===== src/sv/mbl_pkg.sv =====
`default_nettype none

package mbl_pkg;

	localparam int CHANNELS_DEF  = 3;
	localparam int MAX_ORDER_DEF = 4;

	localparam int CH_W     = 2;
	localparam int SMP_W    = 32;
	localparam int COEF_W   = 32;
	localparam int HIST_W   = 48;
	localparam int IDX_W    = 3;
	localparam int GPROD_W  = 64;
	localparam int LPROD_W  = 49;
	localparam int WIDE_W   = 80;
	localparam int TERM_W   = 52;
	localparam int SUM_W    = 55;
	localparam int ACC_W    = 56;
	localparam int NUM_FB   = 4;
	localparam int TAP_CNT_W = 3;
	localparam int WGT_W    = 3;

	typedef enum logic [1:0] {
		ORD_BYPASS = 2'd0,
		ORD_FIRST  = 2'd1,
		ORD_SECOND = 2'd2,
		ORD_FOURTH = 2'd3
	} order_t;

	typedef enum logic [IDX_W-1:0] {
		REG_ORDER = 3'd0,
		REG_GAIN  = 3'd1,
		REG_FB0   = 3'd2,
		REG_FB1   = 3'd3,
		REG_FB2   = 3'd4,
		REG_FB3   = 3'd5
	} cfg_reg_t;

	typedef struct packed {
		order_t                           order;
		logic [COEF_W-1:0]                gain;
		logic [NUM_FB-1:0][COEF_W-1:0]    fb;
	} cfg_t;

	typedef struct packed {
		logic            act_s1;
		logic            act_s2;
		logic            act_s3;
		logic [CH_W-1:0] ch_s1;
		logic [CH_W-1:0] ch_s2;
		logic [CH_W-1:0] ch_s3;
	} busy_t;

	function automatic logic [TAP_CNT_W-1:0] tap_count(order_t o);
		logic [TAP_CNT_W-1:0] n;
		unique case (o)
			ORD_BYPASS: n = 3'd0;
			ORD_FIRST:  n = 3'd1;
			ORD_SECOND: n = 3'd2;
			ORD_FOURTH: n = 3'd4;
			default:    n = 3'd0;
		endcase
		return n;
	endfunction

	function automatic logic [WGT_W-1:0] tap_weight(order_t o, logic [1:0] k);
		logic [WGT_W-1:0] wt;
		wt = 3'd0;
		unique case (o)
			ORD_FIRST:  wt = (k == 2'd0) ? 3'd1 : 3'd0;
			ORD_SECOND: begin
				if (k == 2'd0)
					wt = 3'd2;
				else if (k == 2'd1)
					wt = 3'd1;
			end
			ORD_FOURTH: begin
				unique case (k)
					2'd0:    wt = 3'd4;
					2'd1:    wt = 3'd6;
					2'd2:    wt = 3'd4;
					2'd3:    wt = 3'd1;
					default: wt = 3'd0;
				endcase
			end
			default:    wt = 3'd0;
		endcase
		return wt;
	endfunction

endpackage

`default_nettype wire


===== src/sv/mbl_hist_mem.sv =====
`default_nettype none

module mbl_hist_mem #(
	parameter int CHANNELS  = mbl_pkg::CHANNELS_DEF,
	parameter int MAX_ORDER = mbl_pkg::MAX_ORDER_DEF,
	localparam int ADDR_W   = (CHANNELS > 1) ? $clog2(CHANNELS) : 1
) (
	input  wire logic                                       clk,
	input  wire logic                                       arst_n,
	input  wire logic                                       rd_en,
	input  wire logic [ADDR_W-1:0]                          rd_addr,
	output logic [MAX_ORDER-1:0][mbl_pkg::HIST_W-1:0]       rd_row,
	output logic                                            rd_vld,
	input  wire logic                                       wr_en,
	input  wire logic [ADDR_W-1:0]                          wr_addr,
	input  wire logic [MAX_ORDER-1:0][mbl_pkg::HIST_W-1:0]  wr_row
);

	logic [MAX_ORDER-1:0][mbl_pkg::HIST_W-1:0] mem [CHANNELS];
	logic [CHANNELS-1:0]                       vld_q;
	logic [MAX_ORDER-1:0][mbl_pkg::HIST_W-1:0] rd_row_q;
	logic                                      rd_vld_q;

	always_ff @(posedge clk) begin
		if (wr_en)
			mem[wr_addr] <= wr_row;
		if (rd_en)
			rd_row_q <= mem[rd_addr];
	end

	always_ff @(posedge clk or negedge arst_n) begin
		if (!arst_n) begin
			vld_q    <= '0;
			rd_vld_q <= 1'b0;
		end else begin
			if (wr_en)
				vld_q[wr_addr] <= 1'b1;
			if (rd_en)
				rd_vld_q <= vld_q[rd_addr];
		end
	end

	assign rd_row = rd_row_q;
	assign rd_vld = rd_vld_q;

endmodule

`default_nettype wire


===== config.mk =====
export PLATFORM = sky130hd
export DESIGN_NAME = mbl_hist_mem
export DESIGN_NICKNAME = d
export VERILOG_FILES = /design/src/sv/mbl_pkg.sv /design/src/sv/mbl_hist_mem.sv
export SDC_FILE = /design/constraint.sdc
export NUM_CORES = 1
export LEC_CHECK = 0
export BUFFER_PORTS_ARGS = -buffer_cell sky130_fd_sc_hd__buf_4
export CAP_MARGIN = 5
export CORE_MARGIN = 10
export CORE_UTILIZATION = 60
export DETAILED_ROUTE_END_ITERATION = 7
export GPL_TIMING_DRIVEN = 1
export HOLD_SLACK_MARGIN = 0.12
export PLACE_DENSITY = 0.83
export SYNTH_ARGS = -nofsm -noshare
export SYNTH_HDL_FRONTEND = slang
export SYNTH_SLANG_ARGS = --single-unit

===== constraint.sdc =====
create_clock -name clk -period 1.5 [get_ports clk]
set_input_delay 0.225 -clock clk [delete_from_list [all_inputs] [get_ports clk]]
set_output_delay 0.225 -clock clk [all_outputs]
set_load 0.01 [all_outputs]

==> impl_metrics.py, run 1 <==
metrics = {
    "routing": {
        "dr_total_vias": 15900,
        "route.layer.met1.wl_mm": 25.2,
        "met3_wirelength_mm": 7.65,
        "drt_wl_cell_um": 25.9,
        "drt_first_pass_iters": 6,
        "detail_route.iter0.violations": 1863,
        "wl_mm": 71.5,
        "route.met2.wl_mm": 37.0,
        "antenna_left": 0,
        "route.detailed.vias_per_inst": 5.77,
        "top_layer": "met5",
        "post-route-drc-count": 0,
    },
    "final_layout": {
        "most-common-layout-cells": "768 x sky130_fd_sc_hd__edfxtp_1, 409 x sky130_fd_sc_hd__buf_4, 197 x sky130_fd_sc_hd__dlygate4sd3_1",
        "final_common_cell": "sky130_fd_sc_hd__edfxtp_1",
        "finish.net_count": 2296,
        "syn2layout_area_growth_pct": 32.1,
        "post_route_cells_drive_above_1_share": 0.269,
    },
    "placement": {
        "pre_cts_slack_ps": 41.8,
        "portBuffers": 392,
        "routabilityCongestion": 0.797,
        "dp.final_hpwl_mm": 40.9,
    },
    "die": {
        "floorplan.die.width_um": 234,
        "floorplan.core_area_sq_mm": 0.0453,
        "top_level_ports": 393,
        "row_count": 78,
        "effective_utilization_at_floorplan": 0.605,
        "dieHeight_um": 234,
        "design.die.area_sq_mm": 0.0546,
    },
    "grt": {
        "globalRouteTotalUtil": 0.261,
        "globalRoute.totalOverflow": 0,
        "grt_max_degree": 94,
        "grt_antenna_before_repair": 7,
        "via_count_of_the_first_global_routing_pass": 16600,
        "grt_first_pass_wirelength_mm": 105,
    },
    "timing": {
        "fin_tns_setup_ps": -4.13,
        "grt_setup_unrepaired": "yes",
        "hold_viol_final": 0,
        "worst_clock_skew_ps": 27.0,
        "portion_of_the_clock_cycle_consumed_by_the_worst_path_in_the_final_layout": 1.00,
        "setup_violations": 1,
        "layout_min_cycle_time_ps": 1500,
        "final-max-slew-violation-count": 0,
        "maxSlewHeadroom": 0.714,
        "setup_slack_ps": -4.13,
        "fmax_mhz": 665,
        "tightestPinTransition_ps": 429,
    },
    "clock_network": {
        "numClockSinks": 772,
        "clk-insertion-delay-late_ps": 630,
        "clock_tree.buffer_depth": 3,
        "htreeDepth": 3,
        "post_cts.repair.setup_buffers": 0,
        "worst_setup_hold_path_clk_slew_ps": 60,
        "tritoncts_clock_tree": "done",
        "cts_inserted_buffers": 73,
        "clock_tree.root_cell": "sky130_fd_sc_hd__clkbuf_16",
    },
    "synth": {
        "synth_mux_area_frac": 0.0705,
        "postSynthNetCount": 1624,
        "xor_xnor_share_of_the_synthesized_area": 0,
        "mappedNetlistArea_sq_mm": 0.0274,
        "yosys_warnings": 0,
        "yosysUniqueCellTypes": 18,
        "synth-seq-area-share": 0.845,
        "synth-simple-area-share": 0.0285,
        "post_synthesis_compound_gate_area_fraction": 0.0354,
        "yosys.area_share.adder": 0,
        "synth_top_cell_area_share": 0.842,
        "largest_family_of_logic_cells_by_synthesized_area": "multiplexers",
        "ys_top_cells_by_area": "sky130_fd_sc_hd__edfxtp_1 84%, sky130_fd_sc_hd__mux2i_1 7.1%, sky130_fd_sc_hd__o21ai_1 2.9%",
        "yosysTopAreaCell": "sky130_fd_sc_hd__edfxtp_1",
        "ys_seq_elements": 772,
        "netlist_instances": 1424,
        "syn_avg_cell_area_sq_um": 19.2,
    },
    "worst_setup_path": {
        "top_fanout_value_on_the_critical_path": 1,
        "timing.critical_path.buf_inv": 1,
        "cp.required_ps": 1270,
        "timing.reg2reg.setup_slack_ps": 360,
        "timing.critical_path.slowest_cell_delay_ps": 480,
        "critical_path.endpoint_type": "primary output",
        "slowest_stage": "sky130_fd_sc_hd__edfxtp_1",
        "worst_ep_arrival_time_ps": 1280,
        "worstSetupStartpointType": "flop",
        "worstPathCellList": "buf_6",
        "timing_worst_setup_path_type": "flop to primary output",
        "critical-path-top-delay-family": "flip-flops",
    },
    "outcome": {
        "status": "complete, but fails checks",
        "failed_checks": "setup timing",
    },
    "power_and_ir_drop": {
        "power_density_mw_per_mm2": 1330,
        "vdd.ir_drop.worst_uv": 1270,
        "power_uw": 48300,
        "static-leakage-power_uw": 0.0136,
    },
    "min_path": {
        "worst_hold_path_type": "input pin to flop",
    },
    "flow_run": {
        "cap_viol_max_count": 0,
    },
}
==> report_power, final <==
group	switching, uW	internal (uW)
combinational	1900	1730
clock	7950	11200
sequential	459	25100
==> sequential cells by signal, indices dropped and copies added, names as in the netlist <==
name,cells
mem,576
rd_row,192
vld_q,3
rd_vld,1
==> through the flow <==
stage          cell area, sq um  cells  hold WS, ps   util
3_5_place_dp              31700   2424         35.5  0.700
2_1_floorplan             27400   1424        -70.6      -
3_3_place_gp              31700   2424         31.6  0.700
5_1_grt                   36200   2755          190  0.799
4_1_cts                   36100   2749          161  0.798
6_report                  36200   2761          188  0.799
==> final timing paths <==
path                                       start                    end  cells past startpoint
max                        rd_row[148]$_DFFE_PP_            rd_row[148]                      1
min                                   rd_addr[1]   rd_row[68]$_DFFE_PP_                      3
max reg2reg                mem[1][178]$_DFFE_PP_  rd_row[178]$_DFFE_PP_                      2
min reg2reg                 vld_q[0]$_DFFE_PN0P_   vld_q[0]$_DFFE_PN0P_                      1
max in group asynchronous                 arst_n     rd_vld$_DFFE_PN0P_                      3
min in group asynchronous                 arst_n   vld_q[2]$_DFFE_PN0P_                      3
==> routing by layer <==
metal,global-route usage,vias up
met3,0.0719,99
li1,-,6835
met4,0.0784,2
met2,0.452,1039
met1,0.314,7943
met5,0,-
==> synth_stat cells <==
master,number
sky130_fd_sc_hd__edfxtp_1,768
sky130_fd_sc_hd__mux2i_1,193
sky130_fd_sc_hd__nand2_1,192
sky130_fd_sc_hd__o21ai_1,159
sky130_fd_sc_hd__o21ai_0,33
sky130_fd_sc_hd__buf_2,22
sky130_fd_sc_hd__clkbuf_1,19
sky130_fd_sc_hd__buf_12,11
sky130_fd_sc_hd__buf_8,7
sky130_fd_sc_hd__buf_4,6
sky130_fd_sc_hd__dfrtp_1,4
sky130_fd_sc_hd__or2_2,3
sky130_fd_sc_hd__and3b_1,2
sky130_fd_sc_hd__inv_1,1
sky130_fd_sc_hd__nand2b_1,1
sky130_fd_sc_hd__nand4b_1,1
sky130_fd_sc_hd__nor3b_1,1
sky130_fd_sc_hd__o221ai_1,1
==> layout make-up <==
type,count,area [sq um]
sequential,772,23200
fill,2064,9100
timing repair buffer,662,6090
multi-input combinational,586,3700
clock buffer,92,2040
tap,600,751
clock inverter,36,414
antenna,12,30.0
inverter,1,3.75
==> cells by family (layout without fill, tap and decap cells) <==
family | Yosys count | after routing
buf+inv | 66 | 791
mux | 193 | 193
compound gates | 193 | 193
flops | 772 | 772
simple gates | 200 | 200
other cells | 0 | 12
==> timing repair <==
action | CTS | global route
endpoints found under the setup margin | 2 | 6
hold buffers | 197 | 0
gates resized for setup | 2 | 5
hold endpoints to repair | 588 | 0
No activity file was read; power rests on OpenSTA's default activity.
==> run 2: changes to the inputs <==
CORE_UTILIZATION = 57   (was 60)
PLACE_DENSITY = 0.79   (was 0.83)
clock period = 1.6 ns   (was 1.5 ns; I/O delays follow)
==> impl_metrics.py, run 2 (same netlist as run 1, synthesis figures left out) <==
metrics = {
    "power_and_ir_drop": {
        "vdd.ir_drop.worst_uv": 1110,
        "power_density_mw_per_mm2": 1230,
        "static-leakage-power_uw": 0.0136,
    },
    "timing": {
        "worst_clock_skew_ps": 14.9,
        "setup_slack_ps": 92.7,
        "fmax_mhz": 663,
        "fin_tns_setup_ps": 0,
        "whs_ps": 150,
        "layout_min_cycle_time_ps": 1510,
        "tightestPinTransition_ps": 338,
        "setup_violations": 0,
        "hold_viol_final": 0,
        "grt_setup_unrepaired": "no",
        "portion_of_the_clock_cycle_consumed_by_the_worst_path_in_the_final_layout": 0.942,
        "maxSlewHeadroom": 0.775,
        "final-max-slew-violation-count": 0,
    },
    "final_layout": {
        "final-seq-area_sq_mm": 0.0232,
        "finish.net_count": 2317,
        "syn2layout_area_growth_pct": 32.1,
        "final_common_cell": "sky130_fd_sc_hd__edfxtp_1",
        "most-common-layout-cells": "768 x sky130_fd_sc_hd__edfxtp_1, 438 x sky130_fd_sc_hd__buf_4, 198 x sky130_fd_sc_hd__dlygate4sd3_1",
        "layout.filler_cells": 2436,
        "post_route_cells_drive_above_1_share": 0.271,
        "largest_register_ffs": 576,
        "top_register": "mem",
        "multi_input_area_sq_mm": 0.00370,
    },
    "clock_network": {
        "clock_tree.buffer_depth": 3,
        "cts_resized": 0,
        "numClockSinks": 772,
        "clk-insertion-delay-late_ps": 620,
        "cts_inserted_buffers": 74,
        "htreeDepth": 3,
        "post_cts.repair.setup_buffers": 0,
        "clock_tree.root_cell": "sky130_fd_sc_hd__clkbuf_16",
        "worst_setup_hold_path_clk_slew_ps": 70,
        "tritoncts_clock_tree": "done",
    },
    "worst_setup_path": {
        "timing.rr.start": "mem[0][98]$_DFFE_PP_",
        "critical-path-top-delay-family": "flip-flops",
        "critical_path.endpoint_type": "primary output",
        "timing.critical_path.buf_inv": 1,
        "slowest_stage": "sky130_fd_sc_hd__edfxtp_1",
        "levels_on_crit_path": 1,
        "worstSetupStartpointType": "flop",
        "worst_setup_startpoint": "rd_row[0]$_DFFE_PP_",
        "worstPathCellList": "buf_4",
        "cp.required_ps": 1360,
        "ff2ff_path_depth": 2,
        "timing_worst_setup_path_type": "flop to primary output",
        "timing.critical_path.slowest_cell_delay_ps": 450,
        "worst_ep_arrival_time_ps": 1270,
        "top_fanout_value_on_the_critical_path": 1,
    },
    "placement": {
        "portBuffers": 392,
        "routabilityCongestion": 0.790,
        "dp.final_hpwl_mm": 40.8,
        "pre_cts_slack_ps": 162,
    },
    "grt": {
        "grt_first_pass_wirelength_mm": 101,
        "via_count_of_the_first_global_routing_pass": 16400,
        "grt_max_degree": 71,
        "globalRouteTotalUtil": 0.237,
        "globalRoute.totalOverflow": 0,
        "grt_antenna_before_repair": 4,
    },
    "die": {
        "floorplan.die.width_um": 239,
        "top_level_ports": 393,
        "dieHeight_um": 239,
        "effective_utilization_at_floorplan": 0.575,
        "design.die.area_sq_mm": 0.0572,
        "row_count": 80,
        "floorplan.core_area_sq_mm": 0.0476,
    },
    "routing": {
        "route.detailed.vias_per_inst": 5.56,
        "wl_mm": 68.2,
        "post-route-drc-count": 0,
        "met3_wirelength_mm": 6.46,
        "antenna_left": 0,
        "drt_wl_cell_um": 24.4,
        "route.layer.met1.wl_mm": 25.0,
        "dr_total_vias": 15600,
        "detail_route.iter0.violations": 1512,
        "drt_first_pass_iters": 5,
        "top_layer": "met5",
        "route.met2.wl_mm": 35.4,
    },
    "min_path": {
        "worst_hold_path.num_cells": 3,
        "worst_hold_path_type": "input pin to flop",
        "hold_path_startpoint": "wr_addr[0]",
    },
    "flow_run": {
        "cap_viol_max_count": 0,
    },
    "outcome": {
        "status": "finished clean",
    },
}
## run 2: cell count changes in the layout (fill, tap and decap cells not counted), sizes merged
cell         change
dlygate4sd3      +1
clkinv           +2
diode            -5
buf             +19
clkbuf           +8
bufinv           -3
inv              +2
## run 2: layer usage
metal | global-route usage | vias to the layer above
met3 | 0.0576 | 94
met1 | 0.293 | 7811
met2 | 0.410 | 794
met5 | 0 | -
li1 | - | 6876
met4 | 0.0675 | 4
## run 2: final timing paths
check | to | slack (ps)
max | rd_row[0] | 90
min | mem[0][190]$_DFFE_PP_ | 150
max reg2reg | rd_row[98]$_DFFE_PP_ | 620
min reg2reg | vld_q[0]$_DFFE_PN0P_ | 480
max in group asynchronous | vld_q[1]$_DFFE_PN0P_ | 830
min in group asynchronous | vld_q[2]$_DFFE_PN0P_ | 580
## run 2: worst register-to-register path, stage by stage, from the launching register on
cell and delay, ps:
sky130_fd_sc_hd__edfxtp_1 390, sky130_fd_sc_hd__mux2i_1 210, sky130_fd_sc_hd__o21ai_1 120
## run 2: layout make-up
type                       instances  area share
sequential                       772       0.640
clock buffer                     100      0.0550
inverter                           1    0.000104
antenna                            7    0.000484
clock inverter                    37      0.0101
multi-input combinational        586       0.102
timing repair buffer             682       0.171
tap                              615      0.0213
## run 2: report_power, final
| part | switching (uW) | total, uW | leakage, uW | internal [uW] |
|---|---|---|---|---|
| clock | 7470 | 17200 | 0.00114 | 9770 |
| combinational | 1750 | 3390 | 0.00521 | 1640 |
| sequential | 396 | 23900 | 0.00723 | 23500 |
## run 2: timing repair
item                       4_1_cts  5_1_grt
setup endpoints to repair        0        0
hold endpoints to repair       601        0
hold buffers                   198        0
## run 2: through the flow
step | std cells | util | cell area, sq um | total power, uW
after floorplan | 1424 | - | 27400 | 25400
after global placement | 2458 | 0.668 | 31800 | 27000
after detailed placement | 2458 | 0.668 | 31800 | 27200
after CTS | 2793 | 0.759 | 36200 | 44500
after global routing | 2794 | 0.759 | 36200 | 45800
final | 2800 | 0.759 | 36200 | 44500
==> run 3: changes to the inputs <==
clock period = 1.4 ns   (was 1.6 ns; I/O delays follow)
==> impl_metrics.py, run 3 (same netlist as run 1, synthesis figures left out) <==
metrics = {
    "worst_setup_path": {
        "critical_path.endpoint_type": "primary output",
        "ff2ff_path_depth": 2,
        "worst_ep_arrival_time_ps": 1280,
        "timing.rr.start": "mem[1][176]$_DFFE_PP_",
        "critical-path-top-delay-family": "flip-flops",
        "timing.critical_path.buf_inv": 1,
        "timing.critical_path.slowest_cell_delay_ps": 500,
        "slowest_stage": "sky130_fd_sc_hd__edfxtp_1",
        "worstPathCellList": "buf_6",
        "worstSetupStartpointType": "flop",
        "top_fanout_value_on_the_critical_path": 1,
        "worstReg2RegEnd": "rd_row[176]$_DFFE_PP_",
        "cp.required_ps": 1190,
        "timing.reg2reg.setup_slack_ps": 360,
        "timing_worst_setup_path_type": "flop to primary output",
    },
    "flow_run": {
        "cap_viol_max_count": 0,
    },
    "routing": {
        "wl_mm": 69.3,
        "post-route-drc-count": 0,
        "route.detailed.vias_per_inst": 5.62,
        "detail_route.iter0.violations": 1462,
        "antenna_left": 0,
        "dr_total_vias": 15700,
        "drt_wl_cell_um": 24.8,
        "drt_first_pass_iters": 5,
    },
    "final_layout": {
        "most-common-layout-cells": "768 x sky130_fd_sc_hd__edfxtp_1, 355 x sky130_fd_sc_hd__buf_4, 198 x sky130_fd_sc_hd__dlygate4sd3_1",
        "finish.net_count": 2317,
        "final_common_cell": "sky130_fd_sc_hd__edfxtp_1",
        "syn2layout_area_growth_pct": 33.7,
        "final_core_utilization": 0.769,
        "largest_register_ffs": 576,
        "top_register": "mem",
        "final_area_sq_mm": 0.0366,
        "post_route_cells_drive_above_1_share": 0.275,
    },
    "timing": {
        "fmax_mhz": 671,
        "setup_slack_ps": -90.7,
        "worst_clock_skew_ps": 16.4,
        "grt_setup_unrepaired": "yes",
        "tightestPinTransition_ps": 447,
        "whs_ps": 235,
        "setup_violations": 34,
        "portion_of_the_clock_cycle_consumed_by_the_worst_path_in_the_final_layout": 1.06,
        "hold_viol_final": 0,
        "maxSlewHeadroom": 0.699,
        "final-max-slew-violation-count": 0,
        "layout_min_cycle_time_ps": 1490,
    },
    "clock_network": {
        "numClockSinks": 772,
        "cts_inserted_buffers": 74,
        "clock_tree.root_cell": "sky130_fd_sc_hd__clkbuf_16",
        "clock_tree.buffer_depth": 3,
        "worst_setup_hold_path_clk_slew_ps": 70,
        "htreeDepth": 3,
        "clk-insertion-delay-late_ps": 610,
        "tritoncts_clock_tree": "done",
    },
    "grt": {
        "grt_max_degree": 69,
        "grt_antenna_before_repair": 5,
        "globalRouteTotalUtil": 0.236,
        "via_count_of_the_first_global_routing_pass": 16500,
        "grt_first_pass_wirelength_mm": 101,
        "globalRoute.totalOverflow": 0,
    },
    "min_path": {
        "worst_hold_path_type": "input pin to flop",
        "worst_hold_path.num_cells": 3,
        "hold_path_startpoint": "wr_en",
        "holdPathEnd": "mem[2][1]$_DFFE_PP_",
    },
    "outcome": {
        "failed_checks": "setup timing",
        "status": "complete, but fails checks",
    },
    "placement": {
        "routabilityCongestion": 0.805,
        "portBuffers": 392,
        "dp.final_hpwl_mm": 40.8,
        "dpl-instance-area_sq_mm": 0.0318,
    },
    "die": {
        "floorplan.die.width_um": 239,
        "floorplan.core_area_sq_mm": 0.0476,
        "top_level_ports": 393,
        "dieHeight_um": 239,
        "effective_utilization_at_floorplan": 0.575,
        "design.die.area_sq_mm": 0.0572,
        "row_count": 80,
    },
    "power_and_ir_drop": {
        "vdd.ir_drop.worst_uv": 1170,
        "power_uw": 51200,
        "power_density_mw_per_mm2": 1400,
        "static-leakage-power_uw": 0.0138,
    },
}
run 3: cell count changes in the layout (fill, tap and decap cells not counted), moves of 3 or more:
cell / before / now
sky130_fd_sc_hd__clkbuf_16: 75 / 83
sky130_fd_sc_hd__buf_6: 0 / 76
sky130_fd_sc_hd__buf_4: 438 / 355
sky130_fd_sc_hd__buf_16: 0 / 3
sky130_fd_sc_hd__clkbuf_1: 23 / 11
sky130_fd_sc_hd__clkinv_2: 8 / 14
run 3: what timing repair did:
action / in CTS / in global routing
hold endpoints to repair: 601 / 0
gates resized for setup: 64 / 18
cloned: 0 / 4
hold buffers: 199 / 0
setup buffers: 0 / 2
pin swaps: 0 / 1
endpoints found under the setup margin: 64 / 92
run 3: worst max path at each step:
stage / start / end / slack, ps / depth (start not counted)
floorplan: wr_en / vld_q[0]$_DFFE_PN0P_ / -4150 / 2
global placement: wr_addr[1] / mem[0][113]$_DFFE_PP_ / 20 / 4
detailed placement: wr_addr[1] / mem[0][115]$_DFFE_PP_ / -10 / 4
CTS: rd_row[48]$_DFFE_PP_ / rd_row[48] / -110 / 1
global route: rd_row[48]$_DFFE_PP_ / rd_row[48] / -110 / 1
finish: rd_row[48]$_DFFE_PP_ / rd_row[48] / -90 / 1
run 3: layout make-up:
type                    instances  area, sq um
flip-flops and latches        772        23200
fillers                      2400        11000
repair buffers                682         6590
multi-input cells             586         3700
clock buffers                  90         2020
well taps                     615          769
clock inverters                43          372
diodes                          6         15.0
inverters                       1         3.75
run 3: where the power goes:
group	internal [uW]	switching, uW
clock network	11400	8430
logic	2000	2030
registers	26900	488
total	40200	10900
run 3: through the flow:
stage / TNS [ps] / setup WS (ps) / cells
3_5_place_dp: -333 / -10.8 / 2451
2_1_floorplan: -1175720 / -4150 / 1424
5_1_grt: -2370 / -109 / 2792
3_3_place_gp: 0 / 16.1 / 2451
6_report: -772 / -90.7 / 2795
4_1_cts: -1830 / -106 / 2783
run 3: per-layer routing:
layer	GRT usage	vias up	routed length, um	share of wire
li1	-	6875	-	-
met1	0.297	7891	26000	0.37
met2	0.399	821	35400	0.51
met3	0.0539	130	6090	0.088
met4	0.0799	4	1850	0.027
met5	0	-	27	0.00039
